--- config.mk ---
export PLATFORM = sky130hd
export DESIGN_NAME = telemetry_frame_receiver_core_flat
export DESIGN_NICKNAME = d
export VERILOG_FILES = /design/src/design/tfr_pkg.sv /design/src/design/tfr_in_if.sv /design/src/design/tfr_out_if.sv /design/src/design/tfr_cfg_if.sv /design/src/design/tfr_front.sv /design/src/design/tfr_queue.sv /design/src/design/tfr_back.sv /design/src/design/telemetry_frame_receiver_core.sv /design/src/flat_wrapper.sv
export VERILOG_INCLUDE_DIRS = /design/src /design/src/design
export SDC_FILE = /design/constraint.sdc
export NUM_CORES = 1
export LEC_CHECK = 0
export ABC_AREA = 0
export BUFFER_PORTS_ARGS = -buffer_cell sky130_fd_sc_hd__buf_4
export CORE_ASPECT_RATIO = 0.7
export CORE_MARGIN = 3
export CORE_UTILIZATION = 40
export DETAILED_ROUTE_END_ITERATION = 8
export GPL_TIMING_DRIVEN = 0
export PLACE_DENSITY_LB_ADDON = 0.25
export SLEW_MARGIN = 20
export SYNTH_ARGS = -nofsm -noshare
export SYNTH_HDL_FRONTEND = slang
export SYNTH_HIERARCHICAL = 1
export SYNTH_SLANG_ARGS = --single-unit
export TNS_END_PERCENT = 1
--- constraint.sdc ---
create_clock -name clk -period 7.69 [get_ports clk]
set_input_delay 0 -clock clk [delete_from_list [all_inputs] [get_ports clk]]
set_output_delay 0 -clock clk [all_outputs]
set_load 0.01 [all_outputs]
--- src/design/assert_macros.svh ---
// Assertion helpers shared by the receiver modules.
// Each macro assumes a clock named clk and an active-low reset named rst_n in scope.
`ifndef ASSERT_MACROS_SVH
`define ASSERT_MACROS_SVH

// Property that must hold at every clock edge outside reset.
`define ASSERT_ALWAYS(lbl, expr, msg) \
    lbl: assert property (@(posedge clk) disable iff (!rst_n) (expr)) else $error(msg);

// Consequent must hold in the same cycle as the antecedent.
`define ASSERT_IMPLIES(lbl, ante, cons, msg) \
    lbl: assert property (@(posedge clk) disable iff (!rst_n) (ante) |-> (cons)) \
        else $error(msg);

`endif

--- src/design/tfr_pkg.sv ---
`timescale 1ns / 1ps
// Shared types and constants of the telemetry frame receiver.
// No dependencies.
package tfr_pkg;

    localparam logic [7:0] SyncByte  = 8'hAA;
    localparam logic [7:0] IdE0      = 8'hE0;
    localparam logic [7:0] IdE1      = 8'hE1;
    localparam logic [7:0] IdE2      = 8'hE2;
    localparam logic [7:0] ZeroByte  = 8'h00;
    localparam logic [7:0] AckLen    = 8'd3;
    localparam logic [7:0] ReplyLen  = 8'd2;

    localparam logic [7:0] DevAddrReset  = 8'hFF;
    localparam logic [7:0] HostAddrReset = 8'hFA;
    localparam logic [7:0] AckIdReset    = 8'h00;

    // configuration register indexes
    localparam int CfgIdxW = 2;
    localparam logic [CfgIdxW-1:0] CfgDeviceAddr  = 2'd0;
    localparam logic [CfgIdxW-1:0] CfgHostAddr    = 2'd1;
    localparam logic [CfgIdxW-1:0] CfgCheckFrameId = 2'd2;

    // reply word positions: check frame 0..8, optional E2 reply 9..16
    localparam int PosW = 5;
    localparam logic [PosW-1:0] PosAckSync  = 5'd0;
    localparam logic [PosW-1:0] PosAckAddr  = 5'd1;
    localparam logic [PosW-1:0] PosAckId    = 5'd2;
    localparam logic [PosW-1:0] PosAckLen   = 5'd3;
    localparam logic [PosW-1:0] PosAckFid   = 5'd4;
    localparam logic [PosW-1:0] PosAckRsum  = 5'd5;
    localparam logic [PosW-1:0] PosAckRadd  = 5'd6;
    localparam logic [PosW-1:0] PosAckSum   = 5'd7;
    localparam logic [PosW-1:0] PosAckAdd   = 5'd8;
    localparam logic [PosW-1:0] PosRepSync  = 5'd9;
    localparam logic [PosW-1:0] PosRepAddr  = 5'd10;
    localparam logic [PosW-1:0] PosRepId    = 5'd11;
    localparam logic [PosW-1:0] PosRepLen   = 5'd12;
    localparam logic [PosW-1:0] PosRepDev   = 5'd13;
    localparam logic [PosW-1:0] PosRepZero  = 5'd14;
    localparam logic [PosW-1:0] PosRepSum   = 5'd15;
    localparam logic [PosW-1:0] PosRepAdd   = 5'd16;

    // command queue between parser and reply generator
    localparam int QDepth = 2;
    localparam int QPtrW  = 1;
    localparam int QCntW  = 2;

    typedef struct packed {
        logic       err;
        logic       ok;
        logic       e1;
        logic [7:0] rsum;
        logic [7:0] radd;
        logic [7:0] fid;
    } cmd_t;

endpackage

--- src/design/tfr_in_if.sv ---
`timescale 1ns / 1ps
// Input word channel: one received link byte per word.
// No dependencies.
interface tfr_in_if;
    logic       valid;
    logic       ready;
    logic [7:0] rx_byte;

    modport source (output valid, output rx_byte, input ready);
    modport sink   (input valid, input rx_byte, output ready);
endinterface

--- src/design/tfr_out_if.sv ---
`timescale 1ns / 1ps
// Result word channel: status flags and one reply byte per word.
// No dependencies.
interface tfr_out_if;
    logic       valid;
    logic       ready;
    logic       rx_error;
    logic       frame_ok;
    logic       tx_valid;
    logic [7:0] tx_byte;
    logic       last;

    modport source (output valid, output rx_error, output frame_ok, output tx_valid,
                    output tx_byte, output last, input ready);
    modport sink   (input valid, input rx_error, input frame_ok, input tx_valid,
                    input tx_byte, input last, output ready);
endinterface

--- src/design/tfr_cfg_if.sv ---
`timescale 1ns / 1ps
// Configuration write channel: register index and write data.
// Depends on tfr_pkg.
interface tfr_cfg_if;
    logic                           valid;
    logic                           ready;
    logic [tfr_pkg::CfgIdxW-1:0]    index;
    logic [7:0]                     data;

    modport source (output valid, output index, output data, input ready);
    modport sink   (input valid, input index, input data, output ready);
endinterface

--- src/design/tfr_front.sv ---
`timescale 1ns / 1ps
// Frame parser: hunts for sync, checks address, id and both checks.
// Depends on tfr_pkg. Emits one command per accepted byte.
module tfr_front (
    input  logic                clk,
    input  logic                rst_n,
    input  logic                in_valid,
    input  logic [7:0]          in_byte,
    output logic                in_ready,
    input  logic [7:0]          device_addr,
    input  logic                q_full,
    output logic                push,
    output tfr_pkg::cmd_t       cmd
);

    typedef enum logic [6:0] {
        FS_HUNT = 7'b0000001,
        FS_ADDR = 7'b0000010,
        FS_ID   = 7'b0000100,
        FS_LEN  = 7'b0001000,
        FS_PAY  = 7'b0010000,
        FS_SUM  = 7'b0100000,
        FS_ADD  = 7'b1000000
    } front_state_t;

    front_state_t state_reg, state_next;
    logic [7:0] fid_reg, fid_next;
    logic [7:0] len_reg, len_next;
    logic [7:0] cnt_reg, cnt_next;
    logic [7:0] sum_reg, sum_next;
    logic [7:0] add_reg, add_next;
    logic [7:0] rsum_reg, rsum_next;

    logic [7:0] sum_take;
    logic [7:0] add_take;
    logic [7:0] cnt_inc;

    assign in_ready = !q_full;
    assign push     = in_valid && !q_full;
    assign sum_take = sum_reg + in_byte;
    assign add_take = add_reg + sum_take;
    assign cnt_inc  = cnt_reg + 8'd1;

    always_comb
    begin
        state_next = state_reg;
        fid_next   = fid_reg;
        len_next   = len_reg;
        cnt_next   = cnt_reg;
        sum_next   = sum_reg;
        add_next   = add_reg;
        rsum_next  = rsum_reg;
        cmd.err    = 1'b0;
        cmd.ok     = 1'b0;
        cmd.e1     = (fid_reg == tfr_pkg::IdE1);
        cmd.fid    = fid_reg;
        cmd.rsum   = rsum_reg;
        cmd.radd   = in_byte;
        case (state_reg)
            FS_ADDR:
            begin
                if (in_byte == device_addr)
                begin
                    sum_next   = sum_take;
                    add_next   = add_take;
                    state_next = FS_ID;
                end
                else
                begin
                    cmd.err    = 1'b1;
                    state_next = FS_HUNT;
                end
            end
            FS_ID:
            begin
                if (in_byte inside {tfr_pkg::IdE0, tfr_pkg::IdE1, tfr_pkg::IdE2})
                begin
                    sum_next   = sum_take;
                    add_next   = add_take;
                    fid_next   = in_byte;
                    state_next = FS_LEN;
                end
                else
                begin
                    cmd.err    = 1'b1;
                    state_next = FS_HUNT;
                end
            end
            FS_LEN:
            begin
                sum_next   = sum_take;
                add_next   = add_take;
                len_next   = in_byte;
                cnt_next   = 8'd0;
                state_next = (in_byte == tfr_pkg::ZeroByte) ? FS_SUM : FS_PAY;
            end
            FS_PAY:
            begin
                sum_next = sum_take;
                add_next = add_take;
                cnt_next = cnt_inc;
                if (cnt_inc == len_reg)
                begin
                    state_next = FS_SUM;
                end
            end
            FS_SUM:
            begin
                rsum_next  = in_byte;
                state_next = FS_ADD;
            end
            FS_ADD:
            begin
                state_next = FS_HUNT;
                if (sum_reg == rsum_reg && add_reg == in_byte)
                begin
                    cmd.ok = 1'b1;
                end
                else
                begin
                    cmd.err = 1'b1;
                end
            end
            default:
            begin
                state_next = FS_HUNT;
                if (in_byte == tfr_pkg::SyncByte)
                begin
                    sum_next   = tfr_pkg::SyncByte;
                    add_next   = tfr_pkg::SyncByte;
                    state_next = FS_ADDR;
                end
            end
        endcase
    end

    always_ff @(posedge clk or negedge rst_n)
    begin
        if (!rst_n)
        begin
            state_reg <= FS_HUNT;
            fid_reg   <= 8'd0;
            len_reg   <= 8'd0;
            cnt_reg   <= 8'd0;
            sum_reg   <= 8'd0;
            add_reg   <= 8'd0;
            rsum_reg  <= 8'd0;
        end
        else if (push)
        begin
            state_reg <= state_next;
            fid_reg   <= fid_next;
            len_reg   <= len_next;
            cnt_reg   <= cnt_next;
            sum_reg   <= sum_next;
            add_reg   <= add_next;
            rsum_reg  <= rsum_next;
        end
    end

endmodule

--- src/design/tfr_queue.sv ---
`timescale 1ns / 1ps
// Two-entry command queue between parser and reply generator.
// Depends on tfr_pkg and assert_macros.svh.
`include "assert_macros.svh"
module tfr_queue (
    input  logic                clk,
    input  logic                rst_n,
    input  logic                push,
    input  tfr_pkg::cmd_t       push_cmd,
    output logic                full,
    input  logic                pop,
    output logic                head_valid,
    output tfr_pkg::cmd_t       head_cmd
);

    tfr_pkg::cmd_t q_reg [tfr_pkg::QDepth];
    logic [tfr_pkg::QPtrW-1:0] wr_ptr_reg;
    logic [tfr_pkg::QPtrW-1:0] rd_ptr_reg;
    logic [tfr_pkg::QCntW-1:0] count_reg, count_next;
    logic do_push;
    logic do_pop;

    assign full       = (count_reg == tfr_pkg::QCntW'(tfr_pkg::QDepth));
    assign head_valid = (count_reg != '0);
    assign head_cmd   = q_reg[rd_ptr_reg];
    assign do_push    = push && !full;
    assign do_pop     = pop && head_valid;

    always_comb
    begin
        count_next = count_reg;
        if (do_push && !do_pop)
        begin
            count_next = count_reg + 1'b1;
        end
        else if (do_pop && !do_push)
        begin
            count_next = count_reg - 1'b1;
        end
    end

    always_ff @(posedge clk)
    begin
        if (do_push)
        begin
            q_reg[wr_ptr_reg] <= push_cmd;
        end
    end

    always_ff @(posedge clk or negedge rst_n)
    begin
        if (!rst_n)
        begin
            wr_ptr_reg <= '0;
            rd_ptr_reg <= '0;
            count_reg  <= '0;
        end
        else
        begin
            count_reg <= count_next;
            if (do_push)
            begin
                wr_ptr_reg <= wr_ptr_reg + 1'b1;
            end
            if (do_pop)
            begin
                rd_ptr_reg <= rd_ptr_reg + 1'b1;
            end
        end
    end

    `ASSERT_ALWAYS(a_q_count_range, count_reg <= tfr_pkg::QCntW'(tfr_pkg::QDepth), "queue overfilled")
    `ASSERT_IMPLIES(a_q_ptr_match, count_reg == '0, wr_ptr_reg == rd_ptr_reg, "empty queue with skewed pointers")
    `ASSERT_IMPLIES(a_q_pop_head, pop, head_valid, "pop from empty queue")

endmodule

--- src/design/tfr_back.sv ---
`timescale 1ns / 1ps
// Reply generator: expands each command into its result words.
// Depends on tfr_pkg and assert_macros.svh. Output word is registered.
`include "assert_macros.svh"
module tfr_back (
    input  logic                clk,
    input  logic                rst_n,
    input  logic                head_valid,
    input  tfr_pkg::cmd_t       head_cmd,
    output logic                pop,
    input  logic [7:0]          device_addr,
    input  logic [7:0]          host_addr,
    input  logic [7:0]          check_frame_id,
    output logic                out_valid,
    input  logic                out_ready,
    output logic                out_rx_error,
    output logic                out_frame_ok,
    output logic                out_tx_valid,
    output logic [7:0]          out_tx_byte,
    output logic                out_last
);

    logic [tfr_pkg::PosW-1:0] pos_reg, pos_next;
    logic [7:0] s_reg, s_next;
    logic [7:0] a_reg, a_next;
    logic       valid_reg;
    logic       err_reg;
    logic       ok_reg;
    logic       txv_reg;
    logic [7:0] txb_reg;
    logic       last_reg;

    logic       load;
    logic [7:0] word_byte;
    logic       word_last;
    logic       data_pos;
    logic       frame_start;
    logic [7:0] s_new;
    logic [7:0] a_new;

    assign load = head_valid && (!valid_reg || out_ready);
    assign pop  = load && word_last;

    always_comb
    begin
        word_byte = tfr_pkg::ZeroByte;
        data_pos  = 1'b1;
        case (pos_reg)
            tfr_pkg::PosAckSync: word_byte = tfr_pkg::SyncByte;
            tfr_pkg::PosAckAddr: word_byte = device_addr;
            tfr_pkg::PosAckId:   word_byte = check_frame_id;
            tfr_pkg::PosAckLen:  word_byte = tfr_pkg::AckLen;
            tfr_pkg::PosAckFid:  word_byte = head_cmd.fid;
            tfr_pkg::PosAckRsum: word_byte = head_cmd.rsum;
            tfr_pkg::PosAckRadd: word_byte = head_cmd.radd;
            tfr_pkg::PosRepSync: word_byte = tfr_pkg::SyncByte;
            tfr_pkg::PosRepAddr: word_byte = host_addr;
            tfr_pkg::PosRepId:   word_byte = tfr_pkg::IdE2;
            tfr_pkg::PosRepLen:  word_byte = tfr_pkg::ReplyLen;
            tfr_pkg::PosRepDev:  word_byte = device_addr;
            tfr_pkg::PosRepZero: word_byte = tfr_pkg::ZeroByte;
            tfr_pkg::PosAckSum, tfr_pkg::PosRepSum:
            begin
                word_byte = s_reg;
                data_pos  = 1'b0;
            end
            tfr_pkg::PosAckAdd, tfr_pkg::PosRepAdd:
            begin
                word_byte = a_reg;
                data_pos  = 1'b0;
            end
            default:
            begin
                word_byte = tfr_pkg::ZeroByte;
                data_pos  = 1'b0;
            end
        endcase
    end

    assign frame_start = (pos_reg == tfr_pkg::PosAckSync) || (pos_reg == tfr_pkg::PosRepSync);
    assign s_new = (frame_start ? 8'd0 : s_reg) + word_byte;
    assign a_new = (frame_start ? 8'd0 : a_reg) + s_new;

    always_comb
    begin
        if (!head_cmd.ok)
        begin
            word_last = 1'b1;
        end
        else if (pos_reg == tfr_pkg::PosAckAdd)
        begin
            word_last = !head_cmd.e1;
        end
        else
        begin
            word_last = (pos_reg == tfr_pkg::PosRepAdd);
        end
    end

    always_comb
    begin
        pos_next = pos_reg;
        s_next   = s_reg;
        a_next   = a_reg;
        if (load)
        begin
            pos_next = word_last ? tfr_pkg::PosAckSync : pos_reg + 1'b1;
            if (head_cmd.ok && data_pos)
            begin
                s_next = s_new;
                a_next = a_new;
            end
        end
    end

    always_ff @(posedge clk or negedge rst_n)
    begin
        if (!rst_n)
        begin
            pos_reg   <= tfr_pkg::PosAckSync;
            s_reg     <= 8'd0;
            a_reg     <= 8'd0;
            valid_reg <= 1'b0;
        end
        else
        begin
            pos_reg <= pos_next;
            s_reg   <= s_next;
            a_reg   <= a_next;
            if (load)
            begin
                valid_reg <= 1'b1;
            end
            else if (out_ready)
            begin
                valid_reg <= 1'b0;
            end
        end
    end

    always_ff @(posedge clk)
    begin
        if (load)
        begin
            err_reg  <= head_cmd.err;
            ok_reg   <= head_cmd.ok;
            txv_reg  <= head_cmd.ok;
            txb_reg  <= head_cmd.ok ? word_byte : tfr_pkg::ZeroByte;
            last_reg <= word_last;
        end
    end

    assign out_valid    = valid_reg;
    assign out_rx_error = err_reg;
    assign out_frame_ok = ok_reg;
    assign out_tx_valid = txv_reg;
    assign out_tx_byte  = txb_reg;
    assign out_last     = last_reg;

    `ASSERT_ALWAYS(a_pos_range, pos_reg <= tfr_pkg::PosRepAdd, "reply position out of range")
    `ASSERT_IMPLIES(a_mid_reply_head, pos_reg != tfr_pkg::PosAckSync, head_valid && head_cmd.ok, "reply in progress without a good frame at head")
    `ASSERT_IMPLIES(a_e2_only_e1, pos_reg > tfr_pkg::PosAckAdd, head_cmd.e1, "host reply for a frame other than E1")

endmodule

--- src/design/telemetry_frame_receiver_core.sv ---
`timescale 1ns / 1ps
// Telemetry frame receiver. One received byte per input word. The parser takes a
// byte every cycle while its two-entry command queue has room; each byte yields one
// result word, or 9 words for a good frame (17 for id E1), which the reply
// generator sends one per cycle from its output register while the result channel
// is ready, so the sustained rate is set by the reply generator.
// Depends on tfr_pkg, tfr_front, tfr_queue, tfr_back and the three channel interfaces.
module telemetry_frame_receiver_core (
    input  logic        clk,
    input  logic        rst_n,
    tfr_in_if.sink      byte_ch,
    tfr_out_if.source   result_ch,
    tfr_cfg_if.sink     cfg
);

    logic [7:0] device_addr_reg;
    logic [7:0] host_addr_reg;
    logic [7:0] check_frame_id_reg;

    logic          q_full;
    logic          push;
    tfr_pkg::cmd_t push_cmd;
    logic          pop;
    logic          head_valid;
    tfr_pkg::cmd_t head_cmd;

    assign cfg.ready = 1'b1;

    always_ff @(posedge clk or negedge rst_n)
    begin
        if (!rst_n)
        begin
            device_addr_reg    <= tfr_pkg::DevAddrReset;
            host_addr_reg      <= tfr_pkg::HostAddrReset;
            check_frame_id_reg <= tfr_pkg::AckIdReset;
        end
        else if (cfg.valid)
        begin
            case (cfg.index)
                tfr_pkg::CfgDeviceAddr:   device_addr_reg    <= cfg.data;
                tfr_pkg::CfgHostAddr:     host_addr_reg      <= cfg.data;
                tfr_pkg::CfgCheckFrameId: check_frame_id_reg <= cfg.data;
                default:                  ;
            endcase
        end
    end

    tfr_front u_front (
        .clk         (clk),
        .rst_n       (rst_n),
        .in_valid    (byte_ch.valid),
        .in_byte     (byte_ch.rx_byte),
        .in_ready    (byte_ch.ready),
        .device_addr (device_addr_reg),
        .q_full      (q_full),
        .push        (push),
        .cmd         (push_cmd)
    );

    tfr_queue u_queue (
        .clk        (clk),
        .rst_n      (rst_n),
        .push       (push),
        .push_cmd   (push_cmd),
        .full       (q_full),
        .pop        (pop),
        .head_valid (head_valid),
        .head_cmd   (head_cmd)
    );

    tfr_back u_back (
        .clk            (clk),
        .rst_n          (rst_n),
        .head_valid     (head_valid),
        .head_cmd       (head_cmd),
        .pop            (pop),
        .device_addr    (device_addr_reg),
        .host_addr      (host_addr_reg),
        .check_frame_id (check_frame_id_reg),
        .out_valid      (result_ch.valid),
        .out_ready      (result_ch.ready),
        .out_rx_error   (result_ch.rx_error),
        .out_frame_ok   (result_ch.frame_ok),
        .out_tx_valid   (result_ch.tx_valid),
        .out_tx_byte    (result_ch.tx_byte),
        .out_last       (result_ch.last)
    );

endmodule
--- src/flat_wrapper.sv ---
// flat-port wrapper written by rule: the top's interface ports become plain ports
module telemetry_frame_receiver_core_flat 
  (clk, rst_n, byte_ch_valid, byte_ch_rx_byte, byte_ch_ready, result_ch_valid, result_ch_rx_error, result_ch_frame_ok, result_ch_tx_valid, result_ch_tx_byte, result_ch_last, result_ch_ready, cfg_valid, cfg_index, cfg_data, cfg_ready);
  tfr_in_if byte_ch_i ();
  tfr_out_if result_ch_i ();
  tfr_cfg_if cfg_i ();
  input  logic clk;
  input  logic rst_n;
  input wire logic [$bits(byte_ch_i.valid)-1:0] byte_ch_valid;
  input wire logic [$bits(byte_ch_i.rx_byte)-1:0] byte_ch_rx_byte;
  output wire logic [$bits(byte_ch_i.ready)-1:0] byte_ch_ready;
  output wire logic [$bits(result_ch_i.valid)-1:0] result_ch_valid;
  output wire logic [$bits(result_ch_i.rx_error)-1:0] result_ch_rx_error;
  output wire logic [$bits(result_ch_i.frame_ok)-1:0] result_ch_frame_ok;
  output wire logic [$bits(result_ch_i.tx_valid)-1:0] result_ch_tx_valid;
  output wire logic [$bits(result_ch_i.tx_byte)-1:0] result_ch_tx_byte;
  output wire logic [$bits(result_ch_i.last)-1:0] result_ch_last;
  input wire logic [$bits(result_ch_i.ready)-1:0] result_ch_ready;
  input wire logic [$bits(cfg_i.valid)-1:0] cfg_valid;
  input wire logic [$bits(cfg_i.index)-1:0] cfg_index;
  input wire logic [$bits(cfg_i.data)-1:0] cfg_data;
  output wire logic [$bits(cfg_i.ready)-1:0] cfg_ready;
  assign byte_ch_i.valid = byte_ch_valid;
  assign byte_ch_i.rx_byte = byte_ch_rx_byte;
  assign byte_ch_ready = byte_ch_i.ready;
  assign result_ch_valid = result_ch_i.valid;
  assign result_ch_rx_error = result_ch_i.rx_error;
  assign result_ch_frame_ok = result_ch_i.frame_ok;
  assign result_ch_tx_valid = result_ch_i.tx_valid;
  assign result_ch_tx_byte = result_ch_i.tx_byte;
  assign result_ch_last = result_ch_i.last;
  assign result_ch_i.ready = result_ch_ready;
  assign cfg_i.valid = cfg_valid;
  assign cfg_i.index = cfg_index;
  assign cfg_i.data = cfg_data;
  assign cfg_ready = cfg_i.ready;
  telemetry_frame_receiver_core u_core (.clk(clk), .rst_n(rst_n), .byte_ch(byte_ch_i), .result_ch(result_ch_i), .cfg(cfg_i));
endmodule
==> results of run 1 <==
power by group through the flow:
stage / registers [mW] / logic [mW] / clock network, mW
6_report: 1.46 / 2.38 / 0.867
5_1_grt: 1.49 / 2.64 / 0.931
4_1_cts: 1.46 / 2.36 / 0.886
3_5_place_dp: 1.47 / 2.34 / 0
3_3_place_gp: 1.47 / 2.28 / 0
2_1_floorplan: 1.43 / 1.77 / 0
kinds of logic after synthesis:
group	share of synthesized area, %
compound gates	11.1
xor+xnor	6.04
fa+ha+maj	5.64
buf+inv	3.38
flops	48.9
mux	11.8
other cells	0.0399
simple gates	13.1
layout make-up:
type                    instances  area [µm²]  area share, %
flip-flops and latches        170        4600           42.1
multi-input cells             555        4500           41.2
repair buffers                 57         522           4.78
clock buffers                  20         447           4.09
well taps                     312         390           3.58
plain buffers                  37         246           2.26
clock inverters                12         141           1.30
inverters                      19        71.3          0.653
metrics by stage:
stage / power (mW) / std cells
after floorplan: 3.20 / 781
after global placement: 3.75 / 1128
after detailed placement: 3.81 / 1130
after CTS: 4.71 / 1182
after global routing: 5.07 / 1182
final: 4.70 / 1182
worst paths after layout:
check	startpoint	end
min in group asynchronous	rst_n	u_core/u_queue/count_reg[1]
min reg2reg	u_core/u_queue/count_reg[1]	u_core/u_queue/count_reg[1]
max in group asynchronous	rst_n	u_core/u_front/rsum_reg[2]
max reg2reg	u_core/u_back/pos_reg[2]	u_core/u_back/a_reg[7]
min	cfg_valid	u_core/check_frame_id_reg[0]
max	u_core/u_back/pos_reg[2]	u_core/u_back/a_reg[7]
routing by layer:
layer | vias up | wire length (µm)
li1 | 3018 | -
met3 | 12 | 1730
met5 | - | 0
met1 | 3190 | 12300
met2 | 194 | 8840
met4 | 0 | 216
repair_timing:
action	in CTS	in global routing
endpoints found under the hold margin	110	0
gates resized for setup	0	0
hold buffers	20	0
worst min-delay path: stages:
cell      delay, ns
buf_4          0.13
nand3b_2       0.20
mux2_2         0.19
placed cells by master (no fill, tap or decap), drive strengths merged, types with 5 or more instances in the layout:
cell and instances:
o31ai 5, buf 60, clkbuf 34, nand4 9, mux2 85, a21o 10, and3 8, a22oi 6
nand2 45, nor4 5, and4b 5, inv 21, nor3 12, xor2 13, edfxtp 65, nand2b 10
ha 36, nand3 19, a222oi 5, dlygate4sd3 20, o22a 5, clkinv 7, o21ai 28, and2 29
dfrtp 90, a21oi 28, a22o 13, o21bai 6, dfstp 15, xnor2 51, a211oi 5, nor2 45
mux2i 8, nor2b 8
==> qor.txt, run 1 <==
Die W -> 189 µm
CTS Buf Count -> 17
Post-synth ARST share -> 61.8%
Fmax -> 162 MHz
Status -> completed
Pin count of the biggest net entering global routing -> 64
HPWL Detailed -> 16900 µm
1st-iter DRT viols -> 615
Post-synth top cells -> dfrtp_1 (90), edfxtp_1 (65), mux2_2 (57)
Die Height -> 134 µm
Grt ovf -> 0
Top Usage Layer GRT -> met1
Synth Flop Type -> dfrtp_1
Synth cell types -> 84
First-pass GRT wire length -> 37300 µm
Ant. Diodes -> 0
Row cnt -> 46
DR vias -> 6414
Critical path class -> reg -> reg
Syn avg cell area -> 12.0 µm²
Buffers and inverters on the worst path -> 5
Max-Cap Viols -> 0
Min-Delay Path Depth -> 3
Crit path required time -> 8.04 ns
Residual DRC -> 0
Largest delay share family, worst path -> compound AO/OA/AOI/OAI gates
Max IR drop VDD -> 0.000338 V
Clock latency on the worst-skew pair -> 0.44 ns
Crit path depth -> 23
Global-route usage over all layers -> 19.2%
Core ar. -> 22900 µm²
Clk slew on worst S/H paths -> 0.07 ns
EDFF count, synth -> 65
WL final -> 23100 µm
PnR worst setup slack -> 1.52 ns
Synth Instances -> 781
Worst Reg-to-Reg Cells -> 23
Filler cells -> 2111
Most frequent cell after synthesis -> dfrtp_1
Final Max Tran Viols -> 0
GPL Wtd Cong -> 0.906
Flops & latches, synth -> 170
Synth Warn # -> 6
DR WL/cell -> 19.5 µm
Worst Max-Slew Pin Slew -> 1.07 ns
Power density over cell area -> 431 nW/µm²
Synth top area cells -> dfrtp_1 (24%), edfxtp_1 (21%), mux2_2 (6.8%)
Final hold violation count -> 0
Fin Setup TNS -> 0 ns
Met1 GRT Util -> 30.3%
Logic pwr share -> 50.5%
Util after Layout -> 47.7%
CP Capture Type -> flip-flop
Clock root buffer -> clkbuf_16
Met3 Usage GRT -> 6.50%
Layout cells sized above 1 -> 24.0%
Initial antenna violation count -> 0
I/O Buffers -> 35
Setup violations, final -> 0
Startpoint Class -> flip-flop
Hold WS -> 0.115 ns
Clk_skew -> 0.0129 ns
Crit-path slowest cell -> o41ai_1
Placed instance area -> 10100 µm²
First-pass DRT Iterations -> 7
Clk network pwr share -> 18.4%
Final instance area -> 10900 µm²
Final #Nets -> 920
RSZ-0062 raised after global routing -> no
Top cell type's share of synthesized area -> 23.9%
Post-Syn Area -> 9410 µm²
Worst reg-to-reg setup slack -> 1.52 ns
Via count of the first global-routing pass -> 6408
I/O pin total -> 38
Initial core utilization -> 41.1%
Fin crit period -> 6.17 ns
Clk sinks -> 170
Net Sw Frac -> 38.9%
Share of power burned in registers -> 31.0%
Met2 Usage GRT -> 24.8%
Int Pwr -> 2.87 mW
Hold Path Class -> in -> reg
CTS tree -> done
Final worst-path cycle share -> 80.3%
Critical-path maximum fanout -> 10
Pre-CTS WS -> 1.75 ns
Crit path DAT -> 6.52 ns
Setup bufs post-CTS -> 0
Synth area leader -> dfrtp_1
Syn_nets -> 844
Remaining antenna violation count -> 0
Critical path, cell by cell -> buf_4 -> clkbuf_1 -> clkbuf_1 -> and3_1 -> ha_1 -> a31o_2 -> clkbuf_1 -> a222oi_1 -> nand2_1 -> nor3_1 -> inv_1 -> ha_1 -> a21o_1 -> nand2_1 -> nor2b_1 -> xnor2_1 -> ha_1 -> nor2b_1 -> o21a_1 -> o41ai_1 -> nand2_1 -> mux2_4 -> o211ai_2
Net Sw Power -> 1.83 mW
Htree depth -> 4
CP max stage delay -> 0.83 ns
Worst rel slew slack -> 27.6%
CTS Buffer Depth -> 2
Seq/Total Area, Yosys -> 48.9%
Max reg flops -> 54
Layout area overhead -> 16.0%
Avg Vias per Cell -> 5.43
Die area -> 25400 µm²
Leakage power -> 4.49 nW
No activity file was read; power rests on OpenSTA's default activity.
==> inputs of run 2 (changes only) <==
--- a/config.mk
+++ b/config.mk
@@ -6,7 +6,7 @@
 export SDC_FILE = /design/constraint.sdc
 export NUM_CORES = 1
 export LEC_CHECK = 0
-export ABC_AREA = 0
+export ABC_AREA = 1
 export BUFFER_PORTS_ARGS = -buffer_cell sky130_fd_sc_hd__buf_4
 export CORE_ASPECT_RATIO = 0.7
 export CORE_MARGIN = 3
==> constraint.sdc (replaced) <==
create_clock -name clk -period 6.3 [get_ports clk]
set_input_delay 0 -clock clk [delete_from_list [all_inputs] [get_ports clk]]
set_output_delay 0 -clock clk [all_outputs]
set_load 0.01 [all_outputs]
==> run 2 against run 1 <==
Worst hold slack gained 0.038 ns. Largest cell class unchanged. Sequential share of layout area fell by 1.6 points. Clock power rose by 26%. Maximum frequency up 37%. Sequential power grew 7%. Critical path type unchanged.
==> qor.txt, run 2 <==
First-pass DRT Iterations -> 5
Syn avg cell area -> 8.64 µm²
GPL Wtd Cong -> 0.899
Placed instance area -> 10400 µm²
Commonest non-fill, non-tap cell in the layout -> nand2_1
Residual DRC -> 0
Die area -> 26100 µm²
Initial core utilization -> 41.7%
Synth area leader -> dfrtp_1
Row cnt -> 46
Logic pwr share -> 45.5%
Crit path DAT -> 4.85 ns
Htree depth -> 4
Flops & latches, synth -> 170
Worst reg-to-reg setup slack -> 1.78 ns
First-pass GRT wire length -> 40000 µm
Pin count of the biggest net entering global routing -> 67
DR WL/cell -> 16.3 µm
1st-iter DRT viols -> 625
Leakage power -> 5.40 nW
Reg2reg start -> u_core/u_back/pos_reg[0]
Synth Flop Type -> dfrtp_1
Syn_nets -> 1183
WL final -> 25000 µm
CP max stage delay -> 0.41 ns
Global-route usage over all layers -> 20.0%
Fin Setup TNS -> 0 ns
Final instance area -> 11300 µm²
Worst rel slew slack -> 55.0%
RR Endpoint -> u_core/u_back/a_reg[7]
CTS tree -> done
Layout cells sized above 1 -> 16.4%
Critical-path maximum fanout -> 5
Commonest cells after routing, fill and taps aside -> nand2_1 (322), inv_1 (110), nor2_1 (91)
Via count of the first global-routing pass -> 7346
Cts hold-fix bufs -> 35
Final #Nets -> 1273
Clk network pwr share -> 22.4%
Synth Warn # -> 6
Power density over cell area -> 429 nW/µm²
Top cell type's share of synthesized area -> 23.3%
Max-Cap Viols -> 0
Clock root buffer -> clkbuf_16
DR vias -> 7850
Clk sinks -> 170
CP most frequent cell -> nand2_1
# resized after CTS -> 0
CTS Buf Count -> 17
I/O pin total -> 38
Final worst-path cycle share -> 71.7%
Worst Reg-to-Reg Cells -> 27
Max IR drop VDD -> 0.000240 V
Finished Layout Cells -> 1535
Final hold violation count -> 0
Share of power burned in registers -> 32.1%
Net Sw Power -> 2.01 mW
EDFF count, synth -> 65
Grt ovf -> 0
Startpoint Class -> flip-flop
HPWL Detailed -> 18600 µm
I/O Buffers -> 34
Ant. Diodes -> 0
Pwr Total -> 4.86 mW
Layout area overhead -> 17.2%
RSZ-0062 raised after global routing -> no
Synth Instances -> 1120
Worst Max-Slew Pin Slew -> 0.675 ns
Remaining antenna violation count -> 0
Die W -> 192 µm
Post-synth ARST share -> 61.8%
Net Sw Frac -> 41.4%
Cell count after placement -> 1468
Int Pwr -> 2.85 mW
Fin crit period -> 4.52 ns
Status -> completed
Post-Syn Area -> 9680 µm²
Clock latency on the worst-skew pair -> 0.44 ns
Max reg flops -> 54
Synth cell types -> 56
Core ar. -> 23200 µm²
Avg Vias per Cell -> 5.11
Setup bufs post-CTS -> 0
Crit-path slowest cell -> dfrtp_1
Clk_skew -> 0.0124 ns
CTS Buffer Depth -> 2
Post-synth top cells -> nand2_1 (322), inv_1 (111), nor2_1 (92)
Crit path required time -> 6.63 ns
Final Max Tran Viols -> 0
Most frequent cell after synthesis -> nand2_1
Synth top area cells -> dfrtp_1 (23%), edfxtp_1 (20%), nand2_1 (12%)
CP Capture Type -> flip-flop
Setup violations, final -> 0
Hold Path Class -> in -> async
Critical path class -> reg -> reg
Die Height -> 136 µm
Clk slew on worst S/H paths -> 0.08 ns
Seq/Total Area, Yosys -> 47.5%
Initial antenna violation count -> 1
Fmax -> 221 MHz
run 2: cell count changes in the layout (fill, tap and decap cells not counted), sizes merged, moves of 10 or more:
| cell | before | now |
|---|---|---|
| a22o | 13 | 3 |
| nor2 | 45 | 113 |
| mux2 | 85 | 0 |
| clkbuf | 34 | 19 |
| nand2 | 45 | 349 |
| xor2 | 13 | 24 |
| xnor2 | 51 | 20 |
| inv | 21 | 135 |
| nand4 | 9 | 28 |
| dlygate4sd3 | 20 | 35 |
| nand2b | 10 | 0 |
| nand3 | 19 | 76 |
| o21ai | 28 | 57 |
| and2 | 29 | 2 |
run 2: worst max-delay path, delay by kind of cell, from the launching register on:
kind	cells	cell delay (ns)
compound gates	5	0.69
xor+xnor	2	0.36
fa+ha+maj	4	1.17
buf+inv	4	0.31
flops	1	0.41
simple gates	12	1.50
run 2: layer usage:
metal  global-route usage, %  share of wire [%]  routed length (µm)  vias up
met3                    4.87                7.3                1830       20
li1                        -                  -                   -     3864
met1                    32.2                 53               13300     3737
met4                    4.64               0.91                 227        0
met5                       0                  0                   0        -
met2                    26.6                 39                9670      229
run 2: power groups by stage:
stage                     clock network, mW  logic, mW  registers [mW]
after floorplan                           0       1.59            1.56
after global placement                    0       2.12            1.58
after detailed placement                  0       2.16            1.58
after CTS                              1.12       2.19            1.56
after global routing                   1.16       2.47            1.58
final                                  1.09       2.21            1.56
run 2: worst max-delay path by stage:
| stage | start | to | depth (start not counted) |
|---|---|---|---|
| CTS | u_core/u_back/pos_reg[0] | u_core/u_back/a_reg[7] | 27 |
| floorplan | u_core/u_back/pos_reg[1] | u_core/u_back/a_reg[7] | 26 |
| global placement | u_core/u_back/pos_reg[0] | u_core/u_back/a_reg[7] | 27 |
| global route | u_core/u_back/pos_reg[1] | u_core/u_back/a_reg[7] | 26 |
| finish | u_core/u_back/pos_reg[0] | u_core/u_back/a_reg[7] | 27 |
| detailed placement | u_core/u_back/pos_reg[0] | u_core/u_back/a_reg[7] | 27 |
run 2: stage by stage:
stage	hold slack, ns	setup slack (ns)	utilization, %
3_3_place_gp	0.189	1.94	44.5
3_5_place_dp	0.0792	1.87	44.8
2_1_floorplan	-0.296	2.70	-
6_report	0.153	1.78	48.9
5_1_grt	0.175	1.43	48.9
4_1_cts	0.145	1.86	48.9
run 2: kinds of logic after synthesis:
group | after synthesis | synth area share, %
other cells | 1 | 0.0388
xor+xnor | 44 | 3.98
buf+inv | 155 | 7.63
fa+ha+maj | 40 | 5.48
simple gates | 588 | 27.4
compound gates | 122 | 7.90
flops | 170 | 47.5
run 2: final cells by class:
cell class                 instances  area [µm²]
fill                            2236       11900
sequential                       170        4600
multi-input combinational        795        4350
timing repair buffer              71         657
inverter                         127         482
clock buffer                      17         425
tap                              312         390
buffer                            28         256
clock inverter                    15         184
